### src/hw/rtl/qat_pkg.sv
// Shared types, codes and character helpers for the argument tokenizer.
`timescale 1ns / 1ps
`default_nettype none
package qat_pkg;

	localparam logic [1:0] KIND_CHAR = 2'd0;
	localparam logic [1:0] KIND_EOT  = 2'd1;
	localparam logic [1:0] KIND_EOL  = 2'd2;

	localparam logic [1:0] ST_OK       = 2'd0;
	localparam logic [1:0] ST_OPEN_Q   = 2'd1;
	localparam logic [1:0] ST_TRAIL_BS = 2'd2;
	localparam logic [1:0] ST_TOO_MANY = 2'd3;

	localparam logic [7:0] CH_NUL    = 8'h00;
	localparam logic [7:0] CH_SQUOTE = 8'h27;
	localparam logic [7:0] CH_DQUOTE = 8'h22;
	localparam logic [7:0] CH_BSLASH = 8'h5C;
	localparam logic [7:0] CH_ESC    = 8'h1B;

	localparam logic [7:0] MAX_TOKENS_RST = 8'd16;

	// One queue entry: first result, plus an end of line that follows it when two is set.
	typedef struct packed {
		logic [1:0] kind;
		logic [7:0] ch;
		logic [7:0] num;
		logic [1:0] status;
		logic       two;
	} entry_t;

	function automatic logic is_sep(input logic [7:0] b);
		is_sep = (b == 8'h20) || (b == 8'h09) || (b == 8'h0A) || (b == 8'h0D) ||
			(b == 8'h0B) || (b == 8'h0C);
	endfunction

	function automatic logic [7:0] decode_escape(input logic [7:0] b);
		case (b)
			8'h6E: decode_escape = 8'h0A;
			8'h72: decode_escape = 8'h0D;
			8'h74: decode_escape = 8'h09;
			8'h61: decode_escape = 8'h07;
			8'h62: decode_escape = 8'h08;
			8'h66: decode_escape = 8'h0C;
			8'h76: decode_escape = 8'h0B;
			8'h65: decode_escape = CH_ESC;
			default: decode_escape = b;
		endcase
	endfunction

endpackage
`default_nettype wire

### src/hw/rtl/quoted_argument_tokenizer.sv
// Top level of the shell-style quoted argument tokenizer.
// Takes one line byte per cycle and streams token characters, end-of-token marks
// and an end-of-line status (byte 0 ends the line). A byte moves in one transfer
// every cycle while the result queue has room; the parser decides each byte
// combinationally, so bytes run back to back. The back end sends one result per
// cycle while result_stall is low, so a line end that closes a bare token (two
// results) holds its entry, and the QUEUE_DEPTH-entry queue absorbs that. A byte's
// first result passes the queue and then the output register. Bytes that give no
// result (separators outside a token, quotes, bytes after an error) leave the
// queue untouched. max_tokens, written via cfg_wr_en / cfg_wr_data, resets to 16.
`timescale 1ns / 1ps
`default_nettype none
module quoted_argument_tokenizer #(
	parameter int QUEUE_DEPTH = 4
) (
	input  wire logic       clk,
	input  wire logic       arst_n,
	input  wire logic       cfg_wr_en,
	input  wire logic [7:0] cfg_wr_data,
	input  wire logic       byte_valid,
	output logic            byte_stall,
	input  wire logic [7:0] line_byte,
	output logic            result_valid,
	input  wire logic       result_stall,
	output logic [1:0]      kind,
	output logic [7:0]      char_out,
	output logic [7:0]      token_number,
	output logic [1:0]      status,
	output logic            last_of_item
);

	logic            q_full;
	logic            take;
	logic            push;
	logic            pop;
	logic            head_valid;
	qat_pkg::entry_t push_entry;
	qat_pkg::entry_t head;

	assign byte_stall = q_full;
	assign take       = byte_valid && !q_full;

	qat_front u_front (
		.clk         (clk),
		.arst_n      (arst_n),
		.cfg_wr_en   (cfg_wr_en),
		.cfg_wr_data (cfg_wr_data),
		.take        (take),
		.line_byte   (line_byte),
		.push_entry  (push_entry),
		.push        (push)
	);

	qat_queue #(
		.DEPTH (QUEUE_DEPTH)
	) u_queue (
		.clk       (clk),
		.arst_n    (arst_n),
		.push      (push),
		.din       (push_entry),
		.full      (q_full),
		.pop       (pop),
		.dout      (head),
		.not_empty (head_valid)
	);

	qat_back u_back (
		.clk          (clk),
		.arst_n       (arst_n),
		.head         (head),
		.head_valid   (head_valid),
		.pop          (pop),
		.result_valid (result_valid),
		.result_stall (result_stall),
		.kind         (kind),
		.char_out     (char_out),
		.token_number (token_number),
		.status       (status),
		.last_of_item (last_of_item)
	);

endmodule
`default_nettype wire

### src/hw/rtl/qat_front.sv
// Front end: takes line bytes, runs the quoting state machine, queues results.
`timescale 1ns / 1ps
`default_nettype none
module qat_front (
	input  wire logic             clk,
	input  wire logic             arst_n,
	input  wire logic             cfg_wr_en,
	input  wire logic [7:0]       cfg_wr_data,
	input  wire logic             take,
	input  wire logic [7:0]       line_byte,
	output qat_pkg::entry_t       push_entry,
	output logic                  push
);

	localparam logic [2:0] MODE_IDLE    = 3'd0;
	localparam logic [2:0] MODE_BARE    = 3'd1;
	localparam logic [2:0] MODE_BARE_ESC = 3'd2;
	localparam logic [2:0] MODE_SQ      = 3'd3;
	localparam logic [2:0] MODE_DQ      = 3'd4;
	localparam logic [2:0] MODE_DQ_ESC  = 3'd5;

	logic [7:0] max_q;
	logic [2:0] mode_q, mode_d;
	logic [7:0] count_q, count_d;
	logic [1:0] err_q, err_d;
	logic       ovf_q, ovf_d;
	logic       emit;
	qat_pkg::entry_t e;

	always_comb begin
		logic start_ovf;
		start_ovf = (count_q >= max_q);
		mode_d  = mode_q;
		count_d = count_q;
		err_d   = err_q;
		ovf_d   = ovf_q;
		emit    = 1'b0;
		e.kind   = qat_pkg::KIND_CHAR;
		e.ch     = qat_pkg::CH_NUL;
		e.num    = count_q;
		e.status = qat_pkg::ST_OK;
		e.two    = 1'b0;
		if (line_byte == qat_pkg::CH_NUL) begin
			emit   = 1'b1;
			e.kind = qat_pkg::KIND_EOL;
			if (err_q == qat_pkg::ST_OK) begin
				unique case (mode_q) inside
					MODE_BARE: begin
						if (ovf_q) begin
							err_d = qat_pkg::ST_TOO_MANY;
						end else begin
							e.kind = qat_pkg::KIND_EOT;
							e.two  = 1'b1;
						end
					end
					MODE_BARE_ESC, MODE_DQ_ESC: err_d = qat_pkg::ST_TRAIL_BS;
					MODE_SQ, MODE_DQ: err_d = qat_pkg::ST_OPEN_Q;
					default: ;
				endcase
			end
			e.status = e.two ? qat_pkg::ST_OK : err_d;
			mode_d  = MODE_IDLE;
			count_d = '0;
			err_d   = qat_pkg::ST_OK;
			ovf_d   = 1'b0;
		end else if (err_q == qat_pkg::ST_OK) begin
			unique case (mode_q)
				MODE_BARE: begin
					if (qat_pkg::is_sep(line_byte)) begin
						mode_d = MODE_IDLE;
						if (ovf_q) begin
							err_d = qat_pkg::ST_TOO_MANY;
						end else begin
							emit    = 1'b1;
							e.kind  = qat_pkg::KIND_EOT;
							count_d = count_q + 8'd1;
						end
					end else if (line_byte == qat_pkg::CH_SQUOTE) begin
						mode_d = MODE_SQ;
					end else if (line_byte == qat_pkg::CH_DQUOTE) begin
						mode_d = MODE_DQ;
					end else if (line_byte == qat_pkg::CH_BSLASH) begin
						mode_d = MODE_BARE_ESC;
					end else begin
						emit = !ovf_q;
						e.ch = line_byte;
					end
				end
				MODE_BARE_ESC: begin
					emit   = !ovf_q;
					e.ch   = qat_pkg::decode_escape(line_byte);
					mode_d = MODE_BARE;
				end
				MODE_SQ: begin
					if (line_byte == qat_pkg::CH_SQUOTE) begin
						mode_d = MODE_BARE;
					end else begin
						emit = !ovf_q;
						e.ch = line_byte;
					end
				end
				MODE_DQ: begin
					if (line_byte == qat_pkg::CH_DQUOTE) begin
						mode_d = MODE_BARE;
					end else if (line_byte == qat_pkg::CH_BSLASH) begin
						mode_d = MODE_DQ_ESC;
					end else begin
						emit = !ovf_q;
						e.ch = line_byte;
					end
				end
				MODE_DQ_ESC: begin
					emit   = !ovf_q;
					e.ch   = qat_pkg::decode_escape(line_byte);
					mode_d = MODE_DQ;
				end
				default: begin
					if (qat_pkg::is_sep(line_byte)) begin
						mode_d = MODE_IDLE;
					end else begin
						ovf_d = start_ovf;
						if (line_byte == qat_pkg::CH_SQUOTE) begin
							mode_d = MODE_SQ;
						end else if (line_byte == qat_pkg::CH_DQUOTE) begin
							mode_d = MODE_DQ;
						end else if (line_byte == qat_pkg::CH_BSLASH) begin
							mode_d = MODE_BARE_ESC;
						end else begin
							mode_d = MODE_BARE;
							emit   = !start_ovf;
							e.ch   = line_byte;
						end
					end
				end
			endcase
		end
	end

	assign push       = take && emit;
	assign push_entry = e;

	always_ff @(posedge clk or negedge arst_n) begin
		if (!arst_n) begin
			max_q   <= qat_pkg::MAX_TOKENS_RST;
			mode_q  <= MODE_IDLE;
			count_q <= '0;
			err_q   <= qat_pkg::ST_OK;
			ovf_q   <= 1'b0;
		end else begin
			if (cfg_wr_en) begin
				max_q <= cfg_wr_data;
			end
			if (take) begin
				mode_q  <= mode_d;
				count_q <= count_d;
				err_q   <= err_d;
				ovf_q   <= ovf_d;
			end
		end
	end

endmodule
`default_nettype wire

### src/hw/rtl/qat_queue.sv
// Small register queue of result entries between front and back.
`timescale 1ns / 1ps
`default_nettype none
module qat_queue #(
	parameter int DEPTH = 4
) (
	input  wire logic            clk,
	input  wire logic            arst_n,
	input  wire logic            push,
	input  qat_pkg::entry_t      din,
	output logic                 full,
	input  wire logic            pop,
	output qat_pkg::entry_t      dout,
	output logic                 not_empty
);

	localparam int PTR_W = (DEPTH > 1) ? $clog2(DEPTH) : 1;
	localparam int CNT_W = $clog2(DEPTH + 1);

	qat_pkg::entry_t     mem_q [DEPTH];
	logic [PTR_W-1:0]    wr_ptr_q, rd_ptr_q;
	logic [CNT_W-1:0]    count_q;

	assign full      = (count_q == CNT_W'(DEPTH));
	assign not_empty = (count_q != '0);
	assign dout      = mem_q[rd_ptr_q];

	always_ff @(posedge clk) begin
		if (push) begin
			mem_q[wr_ptr_q] <= din;
		end
	end

	always_ff @(posedge clk or negedge arst_n) begin
		if (!arst_n) begin
			wr_ptr_q <= '0;
			rd_ptr_q <= '0;
			count_q  <= '0;
		end else begin
			if (push) begin
				wr_ptr_q <= (wr_ptr_q == PTR_W'(DEPTH - 1)) ? '0 : wr_ptr_q + 1'b1;
			end
			if (pop) begin
				rd_ptr_q <= (rd_ptr_q == PTR_W'(DEPTH - 1)) ? '0 : rd_ptr_q + 1'b1;
			end
			if (push && !pop) begin
				count_q <= count_q + 1'b1;
			end else if (pop && !push) begin
				count_q <= count_q - 1'b1;
			end
		end
	end

endmodule
`default_nettype wire

### src/hw/rtl/qat_back.sv
// Back end: expands queued entries into results and holds the output register.
`timescale 1ns / 1ps
`default_nettype none
module qat_back (
	input  wire logic            clk,
	input  wire logic            arst_n,
	input  qat_pkg::entry_t      head,
	input  wire logic            head_valid,
	output logic                 pop,
	output logic                 result_valid,
	input  wire logic            result_stall,
	output logic [1:0]           kind,
	output logic [7:0]           char_out,
	output logic [7:0]           token_number,
	output logic [1:0]           status,
	output logic                 last_of_item
);

	logic       load;
	logic       phase_q;
	logic       valid_q;
	logic [1:0] kind_q;
	logic [7:0] char_q;
	logic [7:0] num_q;
	logic [1:0] status_q;
	logic       last_q;

	assign load = head_valid && (!valid_q || !result_stall);
	assign pop  = load && (!head.two || phase_q);

	always_ff @(posedge clk or negedge arst_n) begin
		if (!arst_n) begin
			valid_q <= 1'b0;
			phase_q <= 1'b0;
		end else begin
			if (load) begin
				valid_q <= 1'b1;
				phase_q <= head.two && !phase_q;
			end else if (!result_stall) begin
				valid_q <= 1'b0;
			end
		end
	end

	always_ff @(posedge clk) begin
		if (load) begin
			if (phase_q) begin
				kind_q   <= qat_pkg::KIND_EOL;
				char_q   <= qat_pkg::CH_NUL;
				num_q    <= head.num + 8'd1;
				status_q <= qat_pkg::ST_OK;
				last_q   <= 1'b1;
			end else begin
				kind_q   <= head.kind;
				char_q   <= head.ch;
				num_q    <= head.num;
				status_q <= head.status;
				last_q   <= !head.two;
			end
		end
	end

	assign result_valid = valid_q;
	assign kind         = kind_q;
	assign char_out     = char_q;
	assign token_number = num_q;
	assign status       = status_q;
	assign last_of_item = last_q;

endmodule
`default_nettype wire

### config.mk
export PLATFORM = sky130hd
export DESIGN_NAME = quoted_argument_tokenizer
export DESIGN_NICKNAME = d
export VERILOG_FILES = /design/src/hw/rtl/qat_pkg.sv /design/src/hw/rtl/quoted_argument_tokenizer.sv /design/src/hw/rtl/qat_front.sv /design/src/hw/rtl/qat_queue.sv /design/src/hw/rtl/qat_back.sv
export SDC_FILE = /design/constraint.sdc
export NUM_CORES = 1
export LEC_CHECK = 0
export BUFFER_PORTS_ARGS = -buffer_cell sky130_fd_sc_hd__buf_2
export CAP_MARGIN = 20
export CORE_UTILIZATION = 54
export DETAILED_ROUTE_END_ITERATION = 6
export PLACE_DENSITY = 0.72
export REMOVE_ABC_BUFFERS = 1
export SETUP_SLACK_MARGIN = 0.3
export SYNTH_ARGS = -nofsm -noshare
export SYNTH_HDL_FRONTEND = slang
export SYNTH_HIERARCHICAL = 1
export SYNTH_SLANG_ARGS = --single-unit
### constraint.sdc
create_clock -name clk -period 4.1 [get_ports clk]
set_input_delay 0.41 -clock clk [delete_from_list [all_inputs] [get_ports clk]]
set_output_delay 0.41 -clock clk [all_outputs]
set_load 0.03 [all_outputs]
==> impl_metrics.csv <==
group,metric,value,unit
synthesis,async_flop_share,22.8,%
sta,hold_viol,0,
cells_and_area,multiInputGateArea,2340,sq um
synthesis,synth_seq_cells,136,
sta,rsz0062_at_grt,"false",
global_route,grt_pass1_vias,3913,
place,io_buffers,43,
global_route,grt_max_degree,32,
sta,slew_violations,0,
synthesis,synthXorXnorAreaFrac,2.02,%
synthesis,muxShareOfSynthArea,8.60,%
synthesis,synth_compound_area_share,8.87,%
clock_network,cts_tree,"built",
cells_and_area,syn2layout_area_growth,13.2,%
global_route,grt_pass1_wl,19600,um
worst_setup_path,worstPathArrival,3.72,ns
place,dp_worst_setup_slack,0.738,ns
power_and_ir_drop,total_power,0.00512,W
power_and_ir_drop,static-leakage-power,2.80,nW
sta,final-setup-viol-count,0,
synthesis,syn_area,6500,sq um
sta,worst_pin_slew,0.735,ns
die,die_width,112,um
cells_and_area,instances_no_fill,675,
routing,ant_nets,0,
clock_network,h-tree-depth,4,
synthesis,yosys.area.top_type,"edfxtp_1",
synthesis,synth_top_cell_area_share,48.5,%
worst_hold_path,hold_path_class,"primary input to asynchronous set/reset pin",
routing,drt_iter0_drc,266,
die,die_h,112,um
clock_network,cts_root_buf,"clkbuf_16",
place,dp_hpwl,7850,um
clock_network,clkLatencyLatePin,0.41,ns
clock_network,cts_buffers,17,
worst_setup_path,end_kind,"register",
global_route,antenna_found_initial,0,
die,start_util,56.2,%
synthesis,synthAdderAreaFrac,3.39,%
cells_and_area,final_net_count,558,
synthesis,synth-seq-area-share,60.4,%
synthesis,synth_top_family_by_area,"simple AND/OR/NAND/NOR gates",
power_and_ir_drop,power_density,696,nW/um^2
routing,drc,2,
worst_setup_path,crit_path_start_kind,"register",
power_and_ir_drop,vdd_drop_max,0.354,mV
clock_network,post-cts-setup-buffer-count,0,
synthesis,avgSynthCellArea,13.8,sq um
outcome,violations,"design-rule violations",
routing,via_per_inst,5.95,
die,ios,44,
sta,min_period_over_period,82.7,%
synthesis,synth_area_leaders,"edfxtp_1, dfrtp_1, mux4_2",
place,placed_cell_area,6790,sq um
cells_and_area,antenna_cells,0,
routing,vias,4019,
synthesis,yosys.cell_count.top_type,"edfxtp_1",
routing,dr.pass1.iters,7,
synthesis,ys_top_cells_by_count,"edfxtp_1, dfrtp_1, nand2_1, nor2_1, o21ai_0",
sta,clock_skew,0.00892,ns
worst_setup_path,critPathKind,"register to register",
clock_network,clkSinkCount,136,
clock_network,cts.repair.resized,0,
clock_network,ctsHoldBuffers,0,
outcome,status,"finished, violations left",
clock_network,clk_pin_slew_worst_paths,0.06,ns
worst_setup_path,worst-endpoint-required,4.43,ns
sta,fin_setup_tns,0,ns
synthesis,yosysWarnings,6,
die,num_rows,39,
die,fp.dieArea,12500,sq um
cells_and_area,drive_gt1_share,22.7,%
sta,max_freq,295,MHz
routing,wirelength,12000,um
cells_and_area,ff_latch_area,3930,sq um
synthesis,synthDistinctLibCells,66,
routing,post_drt_wl_per_cell,17.8,um
place,dpl.cell_count,642,
synthesis,synth-simple-area-share,13.0,%
global_route,grt-ovfl-total,0,
sta,slew_headroom,51.0,%
die,core,11600,sq um
worst_setup_path,cp_max_fo,19,
synthesis,synth_edf_count,105,
cells_and_area,design_area,7360,sq um
run,maxCapViolCount,0,
synthesis,synthFlopType,"edfxtp_1",
place,gp_congestion,0.958,
cells_and_area,fill_cells,840,
sta,fin_ws,0.709,ns
sta,min_period,3.39,ns
synthesis,syn_inst,470,
global_route,grtUsageTotal,20.9,%
clock_network,clockBufferDepth,2,
[power by group]
part | total (W) | switching [W] | internal, W
registers | 0.00209 | 0.000171 | 0.00192
logic | 0.00160 | 0.000951 | 0.000650
clock network | 0.00143 | 0.000547 | 0.000881
[logic make-up after synthesis]
group,count (synthesis)
buf+inv,41
compound gates,88
mux,28
flops,136
fa+ha+maj,17
xor+xnor,15
simple gates,145
[cell type report]
type	count	area share [%]
flip-flops and latches	136	53.4
repair buffers	52	3.81
multi-input cells	293	31.8
inverters	20	1.02
clock buffers	17	5.78
well taps	143	2.43
clock inverters	14	1.82
[cells in the final DEF (no fill, tap or decap), types with 18 or more instances in the layout]
| cell type | n |
|---|---|
| o21ai_0 | 25 |
| mux4_2 | 18 |
| dfrtp_1 | 30 |
| a21oi_1 | 23 |
| buf_2 | 43 |
| nand2_1 | 26 |
| nor2b_1 | 19 |
| nor2_1 | 26 |
| edfxtp_1 | 105 |
| inv_1 | 20 |
[metal layers]
| metal | routed length (um) | vias up | global-route usage (%) |
|---|---|---|---|
| li1 | - | 1899 | - |
| met1 | 5290 | 1957 | 27.5 |
| met2 | 5810 | 141 | 33.0 |
| met3 | 648 | 22 | 5.39 |
| met4 | 235 | 0 | 9.37 |
| met5 | 0 | - | 0 |
[worst max-delay path, stage by stage, from the launching register on]
cell	delay, ns
dfrtp_1	0.57
nor2b_1	0.29
nand2_1	0.19
nand2_1	0.16
a31oi_1	0.06
a2111oi_0	0.58
o31a_1	0.36
ha_1	0.23
inv_1	0.06
fa_1	0.37
xor2_1	0.17
nor2_1	0.11
xor2_1	0.15
[registers in the layout, indices dropped and copies added, names as in the netlist]
signal               flops
u_back/result_valid      1
u_front/ovf_q            1
u_back/kind              2
u_back/char_out          8
u_front/mode_q           3
u_back/token_number      8
u_front/max_q            8
u_queue/count_q          3
u_queue/rd_ptr_q         2
u_front/err_q            2
u_queue/wr_ptr_q         2
u_back/phase_q           1
u_back/last_of_item      1
u_back/status            2
u_front/count_q          8
u_queue/mem_q           84
[per-stage QoR]
| stage | hold slack [ns] | util, % |
|---|---|---|
| global route | 0.103 | 63.6 |
| CTS | 0.0775 | 63.5 |
| detailed placement | 0.476 | 58.7 |
| floorplan | 0.114 | - |
| finish | 0.0610 | 63.6 |
| global placement | 0.467 | 58.7 |
[final timing paths]
path | endpoint | cells past startpoint | start | slack (ns)
setup / recovery | u_queue/count_q[2] | 12 | u_front/mode_q[1] | 0.71
min in group clk | u_front/max_q[5] | 3 | cfg_wr_data[5] | 0.21
max in group asynchronous | u_front/mode_q[1] | 1 | arst_n | 3.57
hold / removal | u_queue/rd_ptr_q[0] | 1 | arst_n | 0.06
hold reg to reg | u_queue/count_q[2] | 1 | u_queue/count_q[2] | 0.48
setup reg to reg | u_queue/count_q[2] | 12 | u_front/mode_q[1] | 0.71
Power figures use the tool's default switching activity.
